===== config.mk =====
export PLATFORM = sky130hd
export DESIGN_NAME = ngs_front
export DESIGN_NICKNAME = d
export VERILOG_FILES = /design/src/hdl/net_geometry_summary_defines.svh /design/src/hdl/ngs_pkg.sv /design/src/hdl/ngs_front.sv
export SDC_FILE = /design/constraint.sdc
export NUM_CORES = 1
export LEC_CHECK = 0
export ABC_AREA = 1
export ABC_CLOCK_PERIOD_IN_PS = 27100
export BUFFER_PORTS_ARGS = -buffer_cell sky130_fd_sc_hd__buf_2
export CORE_MARGIN = 5
export CORE_UTILIZATION = 59
export DETAILED_ROUTE_END_ITERATION = 8
export GPL_ROUTABILITY_DRIVEN = 1
export PLACE_DENSITY = 0.87
export SETUP_SLACK_MARGIN = 0.4
export SLEW_MARGIN = 40
export SYNTH_ARGS = -nofsm -noshare
export SYNTH_HDL_FRONTEND = slang
export SYNTH_SLANG_ARGS = --single-unit

===== constraint.sdc =====
create_clock -name clk -period 27.1 [get_ports clk]
set_input_delay 5.42 -clock clk [delete_from_list [all_inputs] [get_ports clk]]
set_output_delay 5.42 -clock clk [all_outputs]
set_load 0.01 [all_outputs]

===== src/hdl/net_geometry_summary_defines.svh =====
// ----------------------------------------------------------------------------
// Assertion macros shared by the net geometry summary modules
// Each macro checks one implication on the rising clock edge and is
// disabled while the asynchronous reset is asserted.
// ----------------------------------------------------------------------------
`ifndef NET_GEOMETRY_SUMMARY_DEFINES_SVH
`define NET_GEOMETRY_SUMMARY_DEFINES_SVH

// Same-cycle implication.
`define NGS_ASSERT_IMPL(label, clk, rst_n, ante, cons) \
	label: assert property (@(posedge clk) disable iff (!rst_n) (ante) |-> (cons)) \
		else $error("ngs assertion failed");

// Next-cycle implication.
`define NGS_ASSERT_NEXT(label, clk, rst_n, ante, cons) \
	label: assert property (@(posedge clk) disable iff (!rst_n) (ante) |=> (cons)) \
		else $error("ngs assertion failed");

`endif


===== src/hdl/ngs_pkg.sv =====
`timescale 1ns / 1ps
// ----------------------------------------------------------------------------
// ngs_pkg
// Types, widths and helper functions of the net geometry summary block.
// ----------------------------------------------------------------------------
package ngs_pkg;

	localparam int COORD_BITS  = 32;
	localparam int COUNT_BITS  = 20;
	localparam int LENGTH_BITS = 48;
	localparam int NET_BITS    = 16;

	// Absolute coordinate differences need one extra bit.
	localparam int ROOT_BITS = COORD_BITS + 1;
	localparam int RAD_BITS  = 2 * ROOT_BITS;
	localparam int REM_BITS  = ROOT_BITS + 2;
	localparam int ITER_BITS = $clog2(ROOT_BITS);

	typedef enum logic [1:0] {
		MODE_PAD   = 2'd0,
		MODE_VIA   = 2'd1,
		MODE_TRACK = 2'd2,
		MODE_END   = 2'd3
	} mode_t;

	typedef struct packed {
		mode_t                         mode;
		logic [NET_BITS-1:0]           item_net;
		logic signed [COORD_BITS-1:0]  start_x;
		logic signed [COORD_BITS-1:0]  start_y;
		logic signed [COORD_BITS-1:0]  end_x;
		logic signed [COORD_BITS-1:0]  end_y;
		logic                          last;
	} item_t;

	typedef struct packed {
		logic [COUNT_BITS-1:0]         pad_total;
		logic [COUNT_BITS-1:0]         via_total;
		logic [LENGTH_BITS-1:0]        track_length;
		logic                          box_valid;
		logic signed [COORD_BITS-1:0]  box_min_x;
		logic signed [COORD_BITS-1:0]  box_min_y;
		logic signed [COORD_BITS-1:0]  box_max_x;
		logic signed [COORD_BITS-1:0]  box_max_y;
	} result_t;

	// Classified request as it travels through the queue. A kind of MODE_END
	// means the item contributes nothing.
	typedef struct packed {
		mode_t                         kind;
		logic signed [COORD_BITS-1:0]  start_x;
		logic signed [COORD_BITS-1:0]  start_y;
		logic signed [COORD_BITS-1:0]  end_x;
		logic signed [COORD_BITS-1:0]  end_y;
		logic [ROOT_BITS-1:0]          abs_dx;
		logic [ROOT_BITS-1:0]          abs_dy;
		logic                          last;
	} entry_t;

	typedef struct packed {
		logic                          valid;
		logic signed [COORD_BITS-1:0]  min_x;
		logic signed [COORD_BITS-1:0]  min_y;
		logic signed [COORD_BITS-1:0]  max_x;
		logic signed [COORD_BITS-1:0]  max_y;
	} box_t;

	typedef enum logic [2:0] {
		BK_IDLE,
		BK_POINT1,
		BK_POINT2,
		BK_ROOT,
		BK_REPORT
	} back_state_t;

	function automatic box_t grow_box(box_t b, logic signed [COORD_BITS-1:0] x,
			logic signed [COORD_BITS-1:0] y);
		box_t r;
		r = b;
		if (!b.valid) begin
			r.valid = 1'b1;
			r.min_x = x;
			r.max_x = x;
			r.min_y = y;
			r.max_y = y;
		end else begin
			if (x < b.min_x) r.min_x = x;
			if (x > b.max_x) r.max_x = x;
			if (y < b.min_y) r.min_y = y;
			if (y > b.max_y) r.max_y = y;
		end
		return r;
	endfunction

endpackage


===== src/hdl/ngs_front.sv =====
`timescale 1ns / 1ps
// ----------------------------------------------------------------------------
// ngs_front
// Holds the target net, takes requests, classifies them and forms the
// absolute coordinate differences of track segments.
// ----------------------------------------------------------------------------
module ngs_front import ngs_pkg::*; (
	input  logic                clk,
	input  logic                arst_n,
	input  logic                start,
	input  item_t               item,
	input  logic                cfg_we,
	input  logic [NET_BITS-1:0] cfg_wdata,
	input  logic                full,
	output logic                busy,
	output logic                push,
	output entry_t              push_data
);

	logic                on_target;
	logic [NET_BITS-1:0] target_net_q;
	logic                valid_s1;
	entry_t              entry_s1;
	entry_t              entry_d;
	logic                accept;

	function automatic logic [ROOT_BITS-1:0] abs_diff(logic signed [COORD_BITS-1:0] a,
			logic signed [COORD_BITS-1:0] b);
		logic [ROOT_BITS-1:0] d;
		d = {a[COORD_BITS-1], a} - {b[COORD_BITS-1], b};
		return d[ROOT_BITS-1] ? (~d + 1'b1) : d;
	endfunction

	assign on_target = (item.item_net == target_net_q) && (item.mode != MODE_END);
	assign busy      = valid_s1 && full;
	assign accept    = start && !busy;
	assign push      = valid_s1 && !full;
	assign push_data = entry_s1;

	always_comb begin
		entry_d.kind    = on_target ? item.mode : MODE_END;
		entry_d.start_x = item.start_x;
		entry_d.start_y = item.start_y;
		entry_d.end_x   = item.end_x;
		entry_d.end_y   = item.end_y;
		entry_d.abs_dx  = abs_diff(item.start_x, item.end_x);
		entry_d.abs_dy  = abs_diff(item.start_y, item.end_y);
		entry_d.last    = item.last;
	end

	always_ff @(posedge clk or negedge arst_n) begin
		if (!arst_n) begin
			target_net_q <= '0;
			valid_s1     <= 1'b0;
		end else begin
			if (cfg_we) begin
				target_net_q <= cfg_wdata;
			end
			if (accept) begin
				valid_s1 <= 1'b1;
			end else if (push) begin
				valid_s1 <= 1'b0;
			end
		end
	end

	always_ff @(posedge clk) begin
		if (accept) begin
			entry_s1 <= entry_d;
		end
	end

endmodule


======== Word-level counts from Yosys, hierarchy flattened ========
Index checks and enable logic that the tools add are counted.
word-level totals
  register bits after elaboration ......... 214
  input bits .............................. 168
  output and inout bits ................... 199
  logic and storage cells ................. 31
cells by class
  $add $sub $neg .......................... 4
  eq/ne operators ......................... 2
  muxes and demuxes ....................... 4
  bitwise operators ....................... 2
  reduce and logical (&&, ||, !) cells .... 7
operators by type and width
  kind                                                              number
  33-bit by 1-bit adder with 33-bit output (second input constant)  2
  33-bit NOT                                                        2
  32-bit by 32-bit subtractor with 33-bit output                    2
  32-bit 2-to-1 mux                                                 2
  16-bit == test                                                    1
  1-bit logical AND                                                 4
  1-bit logical NOT                                                 2
  1-bit 2-to-1 mux                                                  2
  2-bit inequality test (second input constant)                     1
  2-bit nonzero test                                                1

======== Longest topological paths before layout ========
  depth after elaboration ................. 4
  depth in mapped cells ................... 22

======== Worst setup path before layout ========
No wires, ideal clock.
  kind .................................... input-to-reg
  from .................................... input port full
  to ...................................... register entry_s1 (netlist bit push_data[0]) (enable)
  arrival time ............................ 13734 ps
  required time ........................... 26343 ps
  setup slack ............................. 12609 ps
  stages .................................. 3
  path buffers ............................ 0
  path through ............................ nand2_1 inv_1 nor2_1
on the way
  word-level cells in the longest chain between the ends .. 3
ends and longest elaborated chain
  element               line             source
  start, declared       ngs_front.sv:14  input logic full,
  1-bit logical AND     ngs_front.sv:35  assign busy = valid_s1 && full;
  via busy              ngs_front.sv:15  output logic busy,
  1-bit logical NOT     ngs_front.sv:36  assign accept = start && !busy;
  1-bit logical AND     ngs_front.sv:36
  via accept            ngs_front.sv:25  logic accept;
  end signal, assigned  ngs_front.sv:69  entry_s1 <= entry_d;
  end, declared         ngs_front.sv:23  entry_t entry_s1;
The timed path passes the listed nets, and every way through them passes these cells.
A chain may end at the register's enable or synchronous reset.

======== Worst setup path in the final report ========
  from .................................... input port full
  to ...................................... output port busy
on the way
  word-level cells in the longest chain between the ends .. 1
ends and longest elaborated chain
  element            line
  1-bit logical AND  ngs_front.sv:35
  end, declared      ngs_front.sv:15
Every way passes these cells.

==> impl_metrics.py <==
metrics = {
    "outcome": {
        "status": "finished, final reports clean",
    },
    "setup_path": {
        "worstPathArrival_ps": 5820,
        "critPathLaunchType": "input pin",
        "cp_max_fo": 2,
        "end_kind": "output port",
        "path_class": "input pin to output port",
        "worstPathRequired_ps": 21680,
    },
    "place": {
        "io_buffers": 366,
        "place.gp.congestion": 0.961,
        "dp_hpwl_um": 35600,
        "place_ws_ps": 15860,
        "dp.cells": 2682,
    },
    "route": {
        "ant_nets": 0,
        "post_drt_wl_per_cell_um": 16.2,
        "drc": 0,
        "drtPass1Iterations": 6,
        "routed_via_density": 5.20,
        "vias": 14200,
        "routed_wirelength_um": 44000,
        "drt_iter0_drc": 987,
    },
    "cells_and_area": {
        "fin_util_pct": 72.6,
        "fin_cells": 2726,
        "nets": 2620,
        "fillers": 1929,
        "layout.area.seq_mm2": 0.00634,
        "multi_input_area_mm2": 0.00685,
        "area_growth_pct": 20.7,
        "diodes": 0,
        "drive_above_1_share_pct": 20.5,
    },
    "floorplan": {
        "die_area_mm2": 0.0282,
        "rows": 57,
        "die_w_um": 168,
        "io_pins": 367,
        "die_h_um": 168,
        "initial_core_util_pct": 60.1,
        "core_region_area_mm2": 0.0245,
    },
    "timing": {
        "hold_viol": 0,
        "worst_pin_slew_ps": 580,
        "post-route-min-period_ps": 11240,
        "rsz0062_at_grt": "no",
        "slew-limit-headroom_pct": 61.3,
        "fin_skew_ps": 8.91,
        "setup_slack_ps": 15860,
        "setup_violations": 0,
        "fmax_mhz": 89.0,
        "timing.final.crit_share_pct": 41.5,
        "fin_setup_tns_ps": 0,
        "slew_viol_final": 0,
    },
    "power_and_ir_drop": {
        "power_density_mw_per_mm2": 58.8,
        "p_leak_nw": 9.47,
        "max-vdd-ir-drop_v": 0.0000721,
    },
    "clock_network": {
        "cts.htree.levels": 1,
        "clkSlewWorstSetupHoldPaths_ps": 60,
        "cts-resized-gates": 0,
        "cts_buffers": 24,
        "clock_latency_ps": 520,
        "cts_sinks": 214,
        "clockRootBuffer": "clkbuf_16",
        "tritoncts": "done",
        "cts_setup_buffers": 0,
        "clockBufferDepth": 3,
        "cts.hold.buffers_added": 0,
    },
    "synth": {
        "synth_top_area_share_pct": 40.2,
        "syn_avg_cell_area_um2": 7.36,
        "ys_seq_area_share_pct": 43.1,
        "yosysUniqueCellTypes": 42,
        "syn_inst": 1998,
        "ys_ff_latch": 214,
        "synth_area_mm2": 0.0147,
        "yosys.area.top_type": "edfxtp_1",
        "yosysWarnings": 0,
        "synth_area_leaders": "edfxtp_1, nand2_1, inv_1, ha_1, nand3_1",
        "syn-num-nets": 2234,
    },
    "worst_hold_path": {
        "hold_path.class": "flip-flop to flip-flop",
    },
    "global_route": {
        "antenna_found_initial": 0,
        "grt_max_degree": 105,
        "grt_pass1_vias": 14100,
        "grt_pass1_wl_um": 69400,
        "grt_usage_pct": 29.9,
        "grt-ovfl-total": 0,
    },
    "flow_run": {
        "maxCapViolations": 0,
    },
}
-- synth_stat cells, drive strengths merged --
library cell,count
nand2,781
inv,391
edfxtp,197
nor2,163
nand3,155
ha,66
xor2,46
a21oi,41
nand4,32
o21ai,25
nor3,21
dfrtp,17
mux2,10
nand3b,10
xnor2,10
buf,7
and2,6
or2,4
nor4,3
a31oi,2
fa,2
a21bo,1
a21o,1
and3,1
clkbuf,1
clkinv,1
o211ai,1
o21bai,1
o22ai,1
o31ai,1
-- logic make-up (layout without fill, tap and decap cells) --
family	Yosys count	after routing	synth area share (%)
buf+inv	400	804	10.4
compound gates	74	74	2.78
flops	214	214	43.1
fa+ha+maj	68	68	5.89
xor+xnor	56	56	3.33
simple gates	1176	1176	33.8
mux	10	10	0.766
-- worst paths after layout --
kind,start,to,slack (ps),depth (start not counted)
setup / recovery,full,busy,15860,4
hold / removal,valid_s1,valid_s1,510,2
setup reg to reg,valid_s1,push_data[91],25140,5
hold reg to reg,valid_s1,valid_s1,510,2
max in group asynchronous,arst_n,target_net_q[0],22020,1
min in group asynchronous,arst_n,target_net_q[7],4810,1
-- routing by layer --
| metal | vias up | GRT usage [%] | wire (um) | part of all wire [%] |
|---|---|---|---|---|
| li1 | 7055 | - | - | - |
| met1 | 6459 | 34.4 | 16600 | 38 |
| met2 | 557 | 56.6 | 22700 | 52 |
| met3 | 105 | 4.53 | 3060 | 7.0 |
| met4 | 0 | 10.3 | 1580 | 3.6 |
| met5 | - | 0 | 0 | 0 |
-- flip-flops by register name, indices dropped and copies added (netlist names) --
signal        flops
target_net_q     16
push_data       197
valid_s1          1
-- critical path, stage by stage --
cell     delay (ps)
buf_2            90
nand2_1          60
inv_1           110
buf_2           150
-- where the power goes --
group / switching (mW) / total (mW) / internal [mW]
logic: 0.204 / 0.303 / 0.0986
clock network: 0.135 / 0.332 / 0.197
registers: 0.00791 / 0.409 / 0.401
-- cells in the final DEF, fill, tap and decap left out, drive strengths merged, types with 6 or more instances in the layout --
master  count
nor2      163
inv       392
a21oi      41
clkinv     10
and2        6
ha         66
buf       368
mux2       10
nand4      32
clkbuf     27
nand3b     10
o21ai      25
xor2       46
nand3     155
edfxtp    197
nand2     781
dfrtp      17
nor3       21
xnor2      10
-- layout make-up --
type | count | area share, %
repair buffers | 368 | 10.6
flip-flops and latches | 214 | 35.7
clock inverters | 17 | 0.994
inverters | 392 | 8.29
clock buffers | 27 | 3.57
multi-input cells | 1384 | 38.6
well taps | 324 | 2.28
-- stage by stage --
stage	hold slack [ps]	cell area (um^2)	total power, mW
after floorplan	459	14700	0.617
after global placement	477	16900	0.703
after detailed placement	495	16900	0.712
after CTS	511	17800	1.05
after global routing	547	17800	1.10
final	513	17800	1.04
(Power assumes the default switching activity.)
