## config.mk

```make
export PLATFORM = sky130hd
export DESIGN_NAME = ngs_fifo
export DESIGN_NICKNAME = d
export VERILOG_FILES = /design/src/hdl/ngs_fifo.sv
export VERILOG_INCLUDE_DIRS = /design/src /design/src/hdl
export SDC_FILE = /design/constraint.sdc
export NUM_CORES = 1
export LEC_CHECK = 0
export ABC_AREA = 1
export CAP_MARGIN = 25
export CORE_MARGIN = 1.5
export CORE_UTILIZATION = 45
export CTS_CLUSTER_DIAMETER = 40
export DETAILED_ROUTE_END_ITERATION = 10
export DONT_BUFFER_PORTS = 1
export PLACE_DENSITY_LB_ADDON = 0.05
export REMOVE_ABC_BUFFERS = 1
export SYNTH_ARGS = -nofsm -noshare
export SYNTH_HDL_FRONTEND = slang
export SYNTH_SLANG_ARGS = --single-unit
```

## constraint.sdc

```tcl
create_clock -name clk -period 1.6 [get_ports clk]
set_input_delay 0.24 -clock clk [delete_from_list [all_inputs] [get_ports clk]]
set_output_delay 0.24 -clock clk [all_outputs]
set_load 0.02 [all_outputs]
```

## src/hdl/net_geometry_summary_defines.svh

```systemverilog
// ----------------------------------------------------------------------------
// Assertion macros shared by the net geometry summary modules
// Each macro checks one implication on the rising clock edge and is
// disabled while the asynchronous reset is asserted.
// ----------------------------------------------------------------------------
`ifndef NET_GEOMETRY_SUMMARY_DEFINES_SVH
`define NET_GEOMETRY_SUMMARY_DEFINES_SVH

// Same-cycle implication.
`define NGS_ASSERT_IMPL(label, clk, rst_n, ante, cons) \
	label: assert property (@(posedge clk) disable iff (!rst_n) (ante) |-> (cons)) \
		else $error("ngs assertion failed");

// Next-cycle implication.
`define NGS_ASSERT_NEXT(label, clk, rst_n, ante, cons) \
	label: assert property (@(posedge clk) disable iff (!rst_n) (ante) |=> (cons)) \
		else $error("ngs assertion failed");

`endif

```

## src/hdl/ngs_fifo.sv

```systemverilog
`timescale 1ns / 1ps
// ----------------------------------------------------------------------------
// ngs_fifo
// Small register queue between the classifying front and the executing back.
// ----------------------------------------------------------------------------
`include "net_geometry_summary_defines.svh"
module ngs_fifo #(
	parameter int DEPTH = 2,
	parameter int WIDTH = 8
) (
	input  logic             clk,
	input  logic             arst_n,
	input  logic             push,
	input  logic [WIDTH-1:0] wr_data,
	input  logic             pop,
	output logic [WIDTH-1:0] rd_data,
	output logic             full,
	output logic             empty
);

	localparam int PTR_BITS = $clog2(DEPTH);
	localparam int CNT_BITS = $clog2(DEPTH + 1);

	logic [WIDTH-1:0]    mem_q [DEPTH];
	logic [PTR_BITS-1:0] wr_ptr_q;
	logic [PTR_BITS-1:0] rd_ptr_q;
	logic [CNT_BITS-1:0] count_q;

	assign full    = (count_q == CNT_BITS'(DEPTH));
	assign empty   = (count_q == '0);
	assign rd_data = mem_q[rd_ptr_q];

	always_ff @(posedge clk or negedge arst_n) begin
		if (!arst_n) begin
			wr_ptr_q <= '0;
			rd_ptr_q <= '0;
			count_q  <= '0;
		end else begin
			if (push) begin
				wr_ptr_q <= (wr_ptr_q == PTR_BITS'(DEPTH - 1)) ? '0 : wr_ptr_q + 1'b1;
			end
			if (pop) begin
				rd_ptr_q <= (rd_ptr_q == PTR_BITS'(DEPTH - 1)) ? '0 : rd_ptr_q + 1'b1;
			end
			if (push && !pop) begin
				count_q <= count_q + 1'b1;
			end else if (pop && !push) begin
				count_q <= count_q - 1'b1;
			end
		end
	end

	always_ff @(posedge clk) begin
		if (push) begin
			mem_q[wr_ptr_q] <= wr_data;
		end
	end

	`NGS_ASSERT_IMPL(a_fifo_no_overflow, clk, arst_n, push, !full)
	`NGS_ASSERT_IMPL(a_fifo_no_underflow, clk, arst_n, pop, !empty)

endmodule

```

Yosys cells after proc, flatten, opt, wreduce, memory -nomap -nowiden --
Memories as Yosys holds them, arrays and structs flattened. Index checks and enable logic that the tools add are counted.
Operators by class: $add $sub $neg 4, multipliers 0, divide/modulo/power cells 0, magnitude comparators 0, equality and inequality tests 1, shift operators 0, mux-type cells 6, bitwise logic cells 0, reductions and logical operators 6
Operators by type and width (number):
- 1-bit two-way mux | 4
- 2-bit two-way mux | 2
- 1-bit adder, second input constant | 2
- 2-bit by 1-bit adder with 2-bit output, second input constant | 1
- 2-bit equality test, second input constant | 1
- 1-bit logical AND | 2
- 1-bit logical NOT | 2
- 2-bit logical NOT | 1
- 2-bit nonzero test | 1
- 2-bit by 1-bit subtractor with 2-bit output, second input constant | 1
Storage, ports and cells: flip-flop bits (word level) 4, latch bits 0, RAM bits 16, memory bits (read-only) 0, input bits 12, memories kept 1
Memories:
- mem_q | depth 2, bits a word 8, read ports 1, clocked after memory_dff 0, wr ports 1, RTL line ngs_fifo.sv:24 | logic [WIDTH-1:0] mem_q [DEPTH];

Logic depth before layout (Yosys ltp) --
Gate-level depths: netlist of run 1.
word-level depth 4, mapped depth 7, mapped depth without buffers 7

Worst setup path after synthesis of run 1 --
No wires, ideal clock.
path type register -> register, start point register wr_ptr_q, end point memory mem_q[0][0], enable pin, arrival time 0.774 ns, required time 1.230 ns, path slack 0.456 ns, stages on the path, launching flop included 2, path buffers 0, clock period less this slack 1.144 ns, cell sequence dfrtp_1 > nor2_1
RTL lines:
- start, declared | RTL line ngs_fifo.sv:25 | logic [PTR_BITS-1:0] wr_ptr_q;
- start signal, assigned | RTL line ngs_fifo.sv:40 | wr_ptr_q <= (wr_ptr_q == PTR_BITS'(DEPTH - 1)) ? '0 : wr_ptr_q + 1'b1;
- end, declared | RTL line ngs_fifo.sv:24
Straight into the memory's write port.

Worst setup path in the final report of run 1 --
start point register rd_ptr_q, end point output rd_data[0]
Between the ends: longest elaborated chain between the ends 1
Ends and longest elaborated chain:
- start, declared | RTL line ngs_fifo.sv:26 | logic [PTR_BITS-1:0] rd_ptr_q;
- start signal, assigned | RTL line ngs_fifo.sv:43 | rd_ptr_q <= (rd_ptr_q == PTR_BITS'(DEPTH - 1)) ? '0 : rd_ptr_q + 1'b1;
- memory read 2 x 8 bit
- end, declared | RTL line ngs_fifo.sv:16 | output logic [WIDTH-1:0] rd_data,
Every way passes these cells.

==> impl_metrics.ini, run 1 <==
[global_route]
gr-usage-all-layers = 0.126
grt_pass1_wl_um = 1700
grt_pass1_vias = 413
grt_max_degree = 13
antenna_found_initial = 0
overflow = 0

[synth]
yosysTopAreaCell = edfxtp_1
synth.top_cell.area_share = 0.587
synth-seq-area-share = 0.709
syn_area_per_cell_um2 = 16.4
synth_area_leaders = edfxtp_1, mux2_4, dfrtp_1
ys_seq_elements = 20
syn_inst = 50
yosys_warnings = 0
syn-cell-area_um2 = 818
netlist-cell-type-count = 12

[cts]
clock_path_buffers = 2
htree_num_levels = 1
cts-root-buf = clkbuf_4
cts_tree = yes
clk_pin_slew_ns = 0.11
post-cts-setup-buffers = 0
clock_latency_ns = 0.29
cts_buffers = 3
numClockSinks = 20

[worst_setup_path]
cp-start-kind = register
crit_chain = mux2_4
critPathSlowestCell = dfrtp_2
required_ns = 1.36
critPathTopFamily = flip-flops
crit_fanout = 9
cp_slowest_stage_delay_ns = 0.56
crit_buf_inv = 0
cp.arrival_ns = 1.23
criticalPathCategory = reg2out
endpoint_kind = primary output

[route]
routed_wl_um = 1220
vias = 432
avgRoutedWirePerCell_um = 13.3
drt_first_iter_violations = 12
drc = 0
antenna_left = 0
vias_per_cell = 4.70
firstDrtPassIters = 4

[power_and_ir_drop]
p_leak_nw = 0.428
powerDensity_nw_per_um2 = 1700
peakVddDrop_v = 0.000963

[sta]
grt_setup_unrepaired = false
relSlewSlack = 0.722
setup_violations = 0
finalWorstSetupSlack_ns = 0.134
hold_viol_final = 0
fin_crit_sh = 0.916
period_minus_slack_ns = 1.47
fmax_mhz = 682
tightest_slew_ns = 0.415
clock_skew_ns = 0.00244
drv_slew = 0
setup_tns_ns = 0

[floorplanning]
io_pins = 22
fp.dieArea_um2 = 2080
die_h_um = 45.6
core_um2 = 1710
die_x_um = 45.6
floorplan.initialDensity = 0.479
rows = 15

[job]
cap_violations = 0

[cells_and_area]
area_growth_pct = 25.5
n_antenna_cell = 0
final_cell_mix = edfxtp_1, dlygate4sd3_1, mux2_4
drive_gt1_frac = 0.224
final_net_count = 81
final_cell_area_um2 = 1030
final_common_cell = edfxtp_1
fillers = 136

[placed_design]
io_buffer_count = 0
place_area_um2 = 853
dpl_worst_slack_ns = 0.292
dpl.hpwl_um = 863
gp_congestion = 0.571

[min_path]
hold_path.class = in2reg

[status]
status = complete, no violations
[flip-flops by register name, summed over array words and instances, names as in the netlist]
register / cells
rd_ptr_q: 1
wr_ptr_q: 1
count_q: 2
mem_q: 16
[final timing paths]
| check | slack [ns] | start | endpoint | cells past startpoint |
|---|---|---|---|---|
| max in group asynchronous | 1.22 | arst_n | rd_ptr_q | 1 |
| min | 0.04 | wr_data[1] | mem_q[1][1] | 0 |
| max | 0.13 | rd_ptr_q | rd_data[0] | 1 |
| min reg2reg | 0.52 | count_q[1] | count_q[1] | 2 |
| max reg2reg | 0.56 | wr_ptr_q | mem_q[1][7] | 2 |
| min in group asynchronous | 0.20 | arst_n | wr_ptr_q | 1 |
[power breakdown]
| part | switching (W) | internal [W] |
|---|---|---|
| logic | 0.000287 | 0.000236 |
| clock network | 0.000145 | 0.000253 |
| registers | 0.000121 | 0.000708 |
[what timing repair did]
action / CTS / global route
hold endpoints to repair: 4 / 16
hold buffers: 1 / 11
resized for setup: 1 / 0
setup endpoints to repair: 8 / 0
[logic make-up (layout without fill, tap and decap cells)]
group                    after synthesis  after routing  synth area share
XOR/XNOR                               3              3            0.0321
AND/OR/NAND/NOR                       10             10            0.0505
multiplexers                           8              8             0.147
buffers and inverters                  8             25            0.0459
adder cells (fa/ha/maj)                1              1            0.0153
flip-flops                            20             20             0.709
[cells in the mapped netlist (all sizes together)]
library cell  instances
edfxtp               16
mux2                  8
inv                   7
nand2                 5
dfrtp                 4
nor2                  3
xor2                  2
buf                   1
ha                    1
nand3                 1
nand4                 1
xnor2                 1
[final cells by class]
type                       instances  area (um2)  area share
sequential                        20         582       0.566
clock buffer                       3        22.5      0.0219
tap                               25        31.3      0.0305
inverter                           7        26.3      0.0256
clock inverter                     1        30.0      0.0292
timing repair buffer              14         135       0.132
multi-input combinational         22         200       0.195
[metrics by stage]
step	hold WS (ns)	cells	power [W]	util
2_1_floorplan	-0.0556	49	0.00124	-
3_3_place_gp	-0.0555	76	0.00131	0.500
3_5_place_dp	-0.0555	76	0.00134	0.500
4_1_cts	0.00195	81	0.00175	0.537
5_1_grt	0.0000406	92	0.00185	0.601
6_report	0.0358	92	0.00175	0.601
[routing by layer]
layer	vias to the layer above	share of wire	global-route usage
met1	211	0.32	0.120
met2	15	0.63	0.214
li1	206	-	-
met5	-	0	0
met4	0	0	0.0882
met3	0	0.053	0.0556
(Power assumes the default switching activity.)
==> run 2, diff against run 1 <==
Settings changed: CELL_PAD_IN_SITES_DETAIL_PLACEMENT from default to 0, CELL_PAD_IN_SITES_GLOBAL_PLACEMENT from default to 1.
==> run 2 against run 1 <==
Sequential power is 0.8% higher. Maximum frequency is 1.2% higher. Final cell count is 11% lower. Highest routed layer unchanged.
==> impl_metrics.ini, run 2 (synthesized netlist as in run 1, its figures left out) <==
[status]
status = complete, no violations

[sta]
timing.hold.ws_ns = 0.0313
tightest_slew_ns = 0.426
relSlewSlack = 0.715
setup_tns_ns = 0
grt_setup_unrepaired = false
hold_viol_final = 0
setup_violations = 0
fmax_mhz = 690
clock_skew_ns = 0.00544
fin_crit_sh = 0.905
period_minus_slack_ns = 1.45
drv_slew = 0

[global_route]
overflow = 0
antenna_found_initial = 0
grt_pass1_vias = 429
grt_max_degree = 12
gr-usage-all-layers = 0.127
grt_pass1_wl_um = 1730

[worst_setup_path]
r2r-end = mem_q[1][2]
reg2regPathDepth = 2
rr_startpoint = wr_ptr_q
crit_fanout = 9
reg2reg_setup_slack_ns = 0.55
required_ns = 1.36
endpoint_kind = primary output
cp-start-kind = register
criticalPathCategory = reg2out
cp_slowest_stage_delay_ns = 0.55
crit_buf_inv = 0
critPathSlowestCell = dfrtp_2
critPathTopFamily = flip-flops
cp.arrival_ns = 1.21
crit_chain = mux2_4

[floorplanning]
rows = 15
io_pins = 22
floorplan.initialDensity = 0.479
core_um2 = 1710
die_x_um = 45.6
die_h_um = 45.6
fp.dieArea_um2 = 2080

[cts]
clock_path_buffers = 2
clock_latency_ns = 0.28
cts_buffers = 3
clk_pin_slew_ns = 0.10
htree_num_levels = 1
numClockSinks = 20
cts_tree = yes
cts-root-buf = clkbuf_4

[route]
avgRoutedWirePerCell_um = 13.8
antenna_left = 0
drt_first_iter_violations = 7
vias_per_cell = 4.77
vias = 391
drc = 0
firstDrtPassIters = 5
routed_wl_um = 1130

[power_and_ir_drop]
comb_power_share = 0.318
switchingPower_w = 0.000527
switching_share = 0.339
peakVddDrop_v = 0.000690
power_w = 0.00155
power_frac_seq = 0.539
p_leak_nw = 0.373
clock_power_share = 0.144
power.internal_w = 0.00103
powerDensity_nw_per_um2 = 1720

[cells_and_area]
final_cell_mix = edfxtp_1, mux2_4, inv_1
fin_util = 0.527
drive_gt1_frac = 0.246
fillers = 135
final_common_cell = edfxtp_1
regMostFlops = mem_q
final_net_count = 71
n_antenna_cell = 0
area_growth_pct = 10.1
largest_reg_flops = 16
reg_top3 = mem_q x16, count_q x2

[min_path]
hold_path.class = in2reg
hold_start = push
hold_depth = 1
hold_end = wr_ptr_q

[placed_design]
gp_congestion = 0.660
io_buffer_count = 0
dpl.hpwl_um = 880

[job]
cap_violations = 0
run 2: changes by cell type in the layout (fill, tap and decap cells not counted), sizes merged:
cell	change
clkbuf	+1
bufinv	-1
dlygate4sd3	-10
run 2: through the flow:
| step | worst slack (ns) | std cells | cell area (um2) |
|---|---|---|---|
| after global placement | 0.350 | 76 | 853 |
| after detailed placement | 0.312 | 76 | 853 |
| final | 0.151 | 82 | 901 |
| after global routing | 0.0966 | 82 | 901 |
| after floorplan | 0.411 | 49 | 807 |
| after CTS | 0.136 | 81 | 891 |
run 2: layer usage:
layer  wire, um  global-route usage
met1        390               0.115
met4          0              0.0529
met5          0                   0
met3         77              0.0635
met2        666               0.231
run 2: worst max-delay path by stage:
stage	start	to	depth (start not counted)	slack (ns)
6_report	rd_ptr_q	rd_data[4]	1	0.15
5_1_grt	rd_ptr_q	rd_data[1]	1	0.1
4_1_cts	rd_ptr_q	rd_data[4]	1	0.14
3_5_place_dp	rd_ptr_q	rd_data[4]	1	0.31
3_3_place_gp	rd_ptr_q	rd_data[3]	1	0.35
2_1_floorplan	rd_ptr_q	rd_data[0]	1	0.41
run 2: timing repair:
item                                   in CTS  in global routing
resized for setup                           1                  0
endpoints found under the hold margin       4                  1
hold buffers                                1                  1
setup endpoints to repair                   8                  0
buffers inserted                            0                  0
run 2: power by group through the flow:
stage	sequential (W)	combinational, W	clock [W]
6_report	0.000836	0.000493	0.000223
5_1_grt	0.000846	0.000531	0.000266
4_1_cts	0.000833	0.000495	0.000235
3_5_place_dp	0.000842	0.000492	0
3_3_place_gp	0.000825	0.000480	0
2_1_floorplan	0.000809	0.000432	0
run 2: final cells by class:
class / instances / area (um2) / area share
inverters: 7 / 26.3 / 0.0292
multi-input cells: 22 / 200 / 0.222
clock buffers: 4 / 26.3 / 0.0292
flip-flops and latches: 20 / 582 / 0.646
well taps: 25 / 31.3 / 0.0347
repair buffers: 4 / 35.0 / 0.0389
